$ cat config.mk
export PLATFORM = sky130hd
export DESIGN_NAME = lzwc_ctrl
export DESIGN_NICKNAME = d
export VERILOG_FILES = /design/src/rtl/lzwc_pkg.sv /design/src/rtl/lzwc_ctrl.sv
export SDC_FILE = /design/constraint.sdc
export NUM_CORES = 1
export LEC_CHECK = 0
export BUFFER_PORTS_ARGS = -buffer_cell sky130_fd_sc_hd__buf_4
export CORE_MARGIN = 4
export CORE_UTILIZATION = 40
export CTS_BUF_LIST = sky130_fd_sc_hd__clkbuf_16
export CTS_CLUSTER_DIAMETER = 50
export DETAILED_ROUTE_END_ITERATION = 8
export PLACE_DENSITY = 0.67
export SLEW_MARGIN = 20
export SYNTH_ARGS = -nofsm -noshare
export SYNTH_HDL_FRONTEND = slang
export SYNTH_SLANG_ARGS = --single-unit
$ cat constraint.sdc
create_clock -name i_clk -period 1.3 [get_ports i_clk]
set_input_delay 0.195 -clock i_clk [delete_from_list [all_inputs] [get_ports i_clk]]
set_output_delay 0.195 -clock i_clk [all_outputs]
set_load 0.005 [all_outputs]
$ cat src/rtl/lzwc_pkg.sv
// Shared types and constants of the 12-bit LZW compressor.
`timescale 1ns / 1ps
package lzwc_pkg;

    localparam int CHAR_W    = 7;    // message character width
    localparam int ALPHABET  = 128;  // end-of-message code; learned codes start above it
    localparam int EPOCH_W   = 4;    // dictionary generation tag stored in every table entry
    localparam int IN_DATA_W = 8;    // character padded to a whole byte

    // Commands from the controller to the datapath
    typedef struct packed {
        logic load_in;     // latch (match, char) key and its hash slot
        logic first;       // start a match from the character
        logic probe_next;  // step to the next table slot
        logic take_hit;    // grow the match to the found code
        logic miss;        // emit match, learn pair, restart from character
        logic emit_match;  // emit pending match before the end code
        logic emit_end;    // emit end code and start a new dictionary
        logic clr_step;    // invalidate one table slot
    } t_cmd;

    // Status from the datapath to the controller
    typedef struct packed {
        logic in_end;      // offered word is an end-of-message request
        logic in_zero;     // offered word is character zero
        logic have_match;  // a match is pending
        logic hit;         // probed slot holds the key
        logic empty;       // probed slot is free
        logic out_free;    // output register can take a word this cycle
        logic clr_last;    // clearing pass is at the last slot
        logic epoch_wrap;  // next dictionary needs a clearing pass
    } t_stat;

    typedef enum logic [5:0] {
        S_CLEAR = 6'b000001,
        S_IDLE  = 6'b000010,
        S_READ  = 6'b000100,
        S_CHECK = 6'b001000,
        S_FLUSH = 6'b010000,
        S_END   = 6'b100000
    } t_state;

endpackage

$ cat src/rtl/lzwc_ctrl.sv
// Controller state machine of the LZW compressor.
`timescale 1ns / 1ps
module lzwc_ctrl (
    input  logic           i_clk,
    input  logic           i_rst_n,
    input  logic           i_in_valid,
    output logic           o_in_ready,
    input  lzwc_pkg::t_stat i_stat,
    output lzwc_pkg::t_cmd  o_cmd
);
    import lzwc_pkg::*;

    t_state r_state;
    t_state n_state;

    always_ff @(posedge i_clk) begin
        if (!i_rst_n) begin
            r_state <= S_CLEAR;
        end else begin
            r_state <= n_state;
        end
    end

    always_comb begin
        n_state    = r_state;
        o_cmd      = '0;
        o_in_ready = (r_state == S_IDLE);
        case (r_state)
            S_CLEAR: begin
                o_cmd.clr_step = 1'b1;
                if (i_stat.clr_last) begin
                    n_state = S_IDLE;
                end
            end
            S_IDLE: begin
                if (i_in_valid) begin
                    if (i_stat.in_end) begin
                        n_state = i_stat.have_match ? S_FLUSH : S_END;
                    end else if (!i_stat.in_zero) begin
                        if (i_stat.have_match) begin
                            o_cmd.load_in = 1'b1;
                            n_state       = S_READ;
                        end else begin
                            o_cmd.first = 1'b1;
                        end
                    end
                end
            end
            S_READ: begin
                n_state = S_CHECK;
            end
            S_CHECK: begin
                if (i_stat.hit) begin
                    o_cmd.take_hit = 1'b1;
                    n_state        = S_IDLE;
                end else if (i_stat.empty) begin
                    // hold the probe result until the output register frees up
                    if (i_stat.out_free) begin
                        o_cmd.miss = 1'b1;
                        n_state    = S_IDLE;
                    end
                end else begin
                    o_cmd.probe_next = 1'b1;
                    n_state          = S_READ;
                end
            end
            S_FLUSH: begin
                if (i_stat.out_free) begin
                    o_cmd.emit_match = 1'b1;
                    n_state          = S_END;
                end
            end
            S_END: begin
                if (i_stat.out_free) begin
                    o_cmd.emit_end = 1'b1;
                    n_state        = i_stat.epoch_wrap ? S_CLEAR : S_IDLE;
                end
            end
            default: begin
                n_state = S_CLEAR;
            end
        endcase
    end

    a_check_after_read: assert property (@(posedge i_clk) disable iff (!i_rst_n)
        (r_state == S_CHECK) |-> $past(r_state == S_READ) || $past(r_state == S_CHECK))
        else $error("probe check without a table read");

endmodule

==> flow_summary_export.csv <==
group,metric,value,unit
outcome,run_status,"finished, violations left",
outcome,violations_in_the_final_reports,"setup timing",
placement,numPlacedInstances,116,
final_layout,largest_reg_flops,6,
timing,setup_slack_of_the_critical_path_after_layout,-0.375,ns
yosys,post_synth_instance_area,537,sq um
timing,min_period_over_period,129,%
power,pwr_density_cell,1390,nW/um^2
timing,timing.final.max_slew_violations,0,
power,p_clk_share,34.2,%
yosys,yosysTopAreaCell,"dfxtp_1",
final_layout,finish.utilization,91.8,%
cts,cts.root.buffer_cell,"clkbuf_16",
final_layout,layout_common_cells,"34 x buf_4, 8 x buf_6, 6 x o21ai_0",
floorplan,placeable_area,1190,sq um
setup_path,crit_type,"flop to primary output",
timing,hold-worst-slack,0.283,ns
yosys,avgSynthCellArea,7.67,sq um
cts,tritoncts,"yes",
floorplan,floorplan.initialDensity,45.3,%
cts,cts.htree.levels,1,
hold_path,worst_hold_path_type,"input port to flop",
timing,worst_slew_pin_slew,0.393,ns
yosys,synthesis.nets,81,
floorplan,row_count,12,
floorplan,die_area,1990,sq um
drt,route.vias.total,813,
cts,max-clock-path-buffers,2,
drt,post_dr_vias_cell,6.40,
placement,io_buffer_count,19,
timing,max_clock_skew,0.0104,ns
final_layout,final_layout_size_suffix_gt1_share,68.1,%
cts,cts.clk_slew.worst_paths,0.04,ns
final_layout,final_cells,127,
final_layout,flow.area_growth_from_synthesis,103,%
floorplan,die-height,44.6,um
timing,fin_crit,1.68,ns
yosys,leading_post_synthesis_cells_by_cell_area,"dfxtp_1 22%, o21ai_0 6.5%, nor2_1 4.2%",
power,p_switching,510,uW
global_routing,grt_overflow,0,
final_layout,layout_commonest_cell,"buf_4",
setup_path,worst_path_arrival_time,1.48,ns
setup_path,maximum_fanout_along_the_worst_path,5,
drt,firstDrtPassIters,4,
timing,hold_violations,0,
setup_path,timing.critical_path.to_type,"primary output",
global_routing,grt_max_degree,8,
final_layout,antenna_cells,0,
final_layout,design.final.nets,126,
yosys,synth_seq_area_share,22.4,%
power,share_comb_of_total_power,47.5,%
final_layout,top_register,"r_state",
yosys,synthesis.yosys.warnings,0,
yosys,syn_inst,70,
global_routing,overall_routing_resource_usage,22.9,%
cts,cts.sink_count,6,
drt,detail-route-antenna-nets,0,
power,max-vdd-ir-drop,0.00132,V
placement,pre_cts_setup_slack,-0.207,ns
cts,holdBufCountCts,0,
setup_path,crit_path_start_kind,"flop",
drt,detail_route.wirelength,2670,um
floorplan,pin_count,20,
final_layout,reg.largest.list,"r_state x6",
setup_path,cp_required,1.11,ns
timing,maxClockFrequency,597,MHz
flow_run,max-cap-violations,0,
cts,numCtsBuffers,3,
global_routing,grt_antenna_before_repair,0,
timing,timing.final.setup_violations,15,
floorplan,chipWidth,44.6,um
power,seq_power_share,18.3,%
cts,worstSkewPairLatency,0.24,ns
power,switching_share,33.6,%
drt,first_iter_violations,43,
power,p_int,1.01,mW
power,total_leakage_power,0.510,nW
yosys,ys_types,38,
placement,post-dp-hpwl,1220,um
placement,gp_congestion,0.795,
yosys,postSynthRegisterBits,6,
timing,headroom_to_the_max_slew_limit,73.5,%
timing,rsz0062_at_grt,"true",
drt,drc_errors,0,
yosys,synth_top_cell_area_share,22.4,%
global_routing,grt_pass1_vias,733,
global_routing,global_route_wire_length_before_repair,3220,um
drt,drt-wirelength-per-cell,21.0,um
## power groups by stage
| stage | logic [mW] | clock network [mW] | registers, mW |
|---|---|---|---|
| final | 0.721 | 0.519 | 0.277 |
| after CTS | 0.511 | 0.504 | 0.273 |
| after floorplan | 0.284 | 0 | 0.238 |
| after global placement | 0.436 | 0 | 0.259 |
| after detailed placement | 0.442 | 0 | 0.260 |
| after global routing | 0.765 | 0.531 | 0.279 |
## final cells by class
class,count,area (sq um)
fillers,46,97.6
clock buffers,3,75.1
flip-flops and latches,6,140
well taps,14,17.5
repair buffers,42,345
inverters,5,21.3
multi-input cells,57,489
## timing repair
item / CTS / global route
pin swaps: 11 / 14
gates resized for setup: 22 / 23
hold endpoints to repair: 0 / 0
setup endpoints to repair: 15 / 15
buffers inserted: 3 / 5
## cells by family after synthesis
| logic type | count (synthesis) | share of synthesized area, % |
|---|---|---|
| compound gates | 18 | 24.2 |
| xor+xnor | 2 | 3.26 |
| buf+inv | 7 | 6.99 |
| flops | 6 | 22.4 |
| mux | 1 | 1.86 |
| simple gates | 36 | 41.3 |
## through the flow
stage	setup TNS [ns]	area [sq um]	power, mW
after floorplan	-0.175	542	0.522
after global placement	-1.49	792	0.695
after detailed placement	-1.56	792	0.701
after CTS	-2.49	956	1.29
after global routing	-4.79	1090	1.57
final	-3.93	1090	1.52
## metal layers
metal	wire length [um]	part of all wire, %	global-route usage, %	up-vias
met2	1330	50	40.1	68
met1	985	37	24.8	395
met4	66	2.5	9.64	0
li1	-	-	-	339
met3	279	10	7.32	11
met5	0	0	0	-
## worst max-delay path, cell delays in order (launching register included)
cell	delay, ns
dfxtp_4	0.35
nor2_4	0.20
nand2_2	0.11
nor3b_2	0.25
and2_1	0.20
buf_4	0.12
## final timing paths
kind | from | endpoint | slack [ns] | depth (start not counted)
setup / recovery | r_state[3]$_SDFFE_PN0P_ | o_cmd[2] | -0.38 | 5
hold / removal | i_rst_n | r_state[5]$_SDFFE_PN0P_ | 0.28 | 3
setup reg to reg | r_state[3]$_SDFFE_PN0P_ | r_state[0]$_SDFFE_PN1P_ | -0.29 | 5
hold reg to reg | r_state[3]$_SDFFE_PN0P_ | r_state[3]$_SDFFE_PN0P_ | 0.59 | 2
## cells in the mapped netlist
cell type,number
o21ai_0,7
dfxtp_1,6
nor2_1,6
nand2_1,5
inv_1,4
nand3_1,3
nor3_1,3
and2_1,2
and3_1,2
nor2b_1,2
nor4_1,2
xor2_1,2
a21bo_2,1
a21boi_1,1
a21o_1,1
a21o_2,1
a21oi_1,1
a22oi_1,1
a2bb2oi_1,1
a2bb2oi_2,1
a31oi_1,1
and2_2,1
and2_4,1
and2b_1,1
and4b_1,1
buf_4,1
buf_6,1
inv_2,1
mux2i_1,1
nand2b_1,1
nand3_2,1
nand4_1,1
nand4b_1,1
nor2_2,1
nor3b_1,1
nor4_4,1
o211a_1,1
o221ai_1,1
No activity file was read; power rests on OpenSTA's default activity.
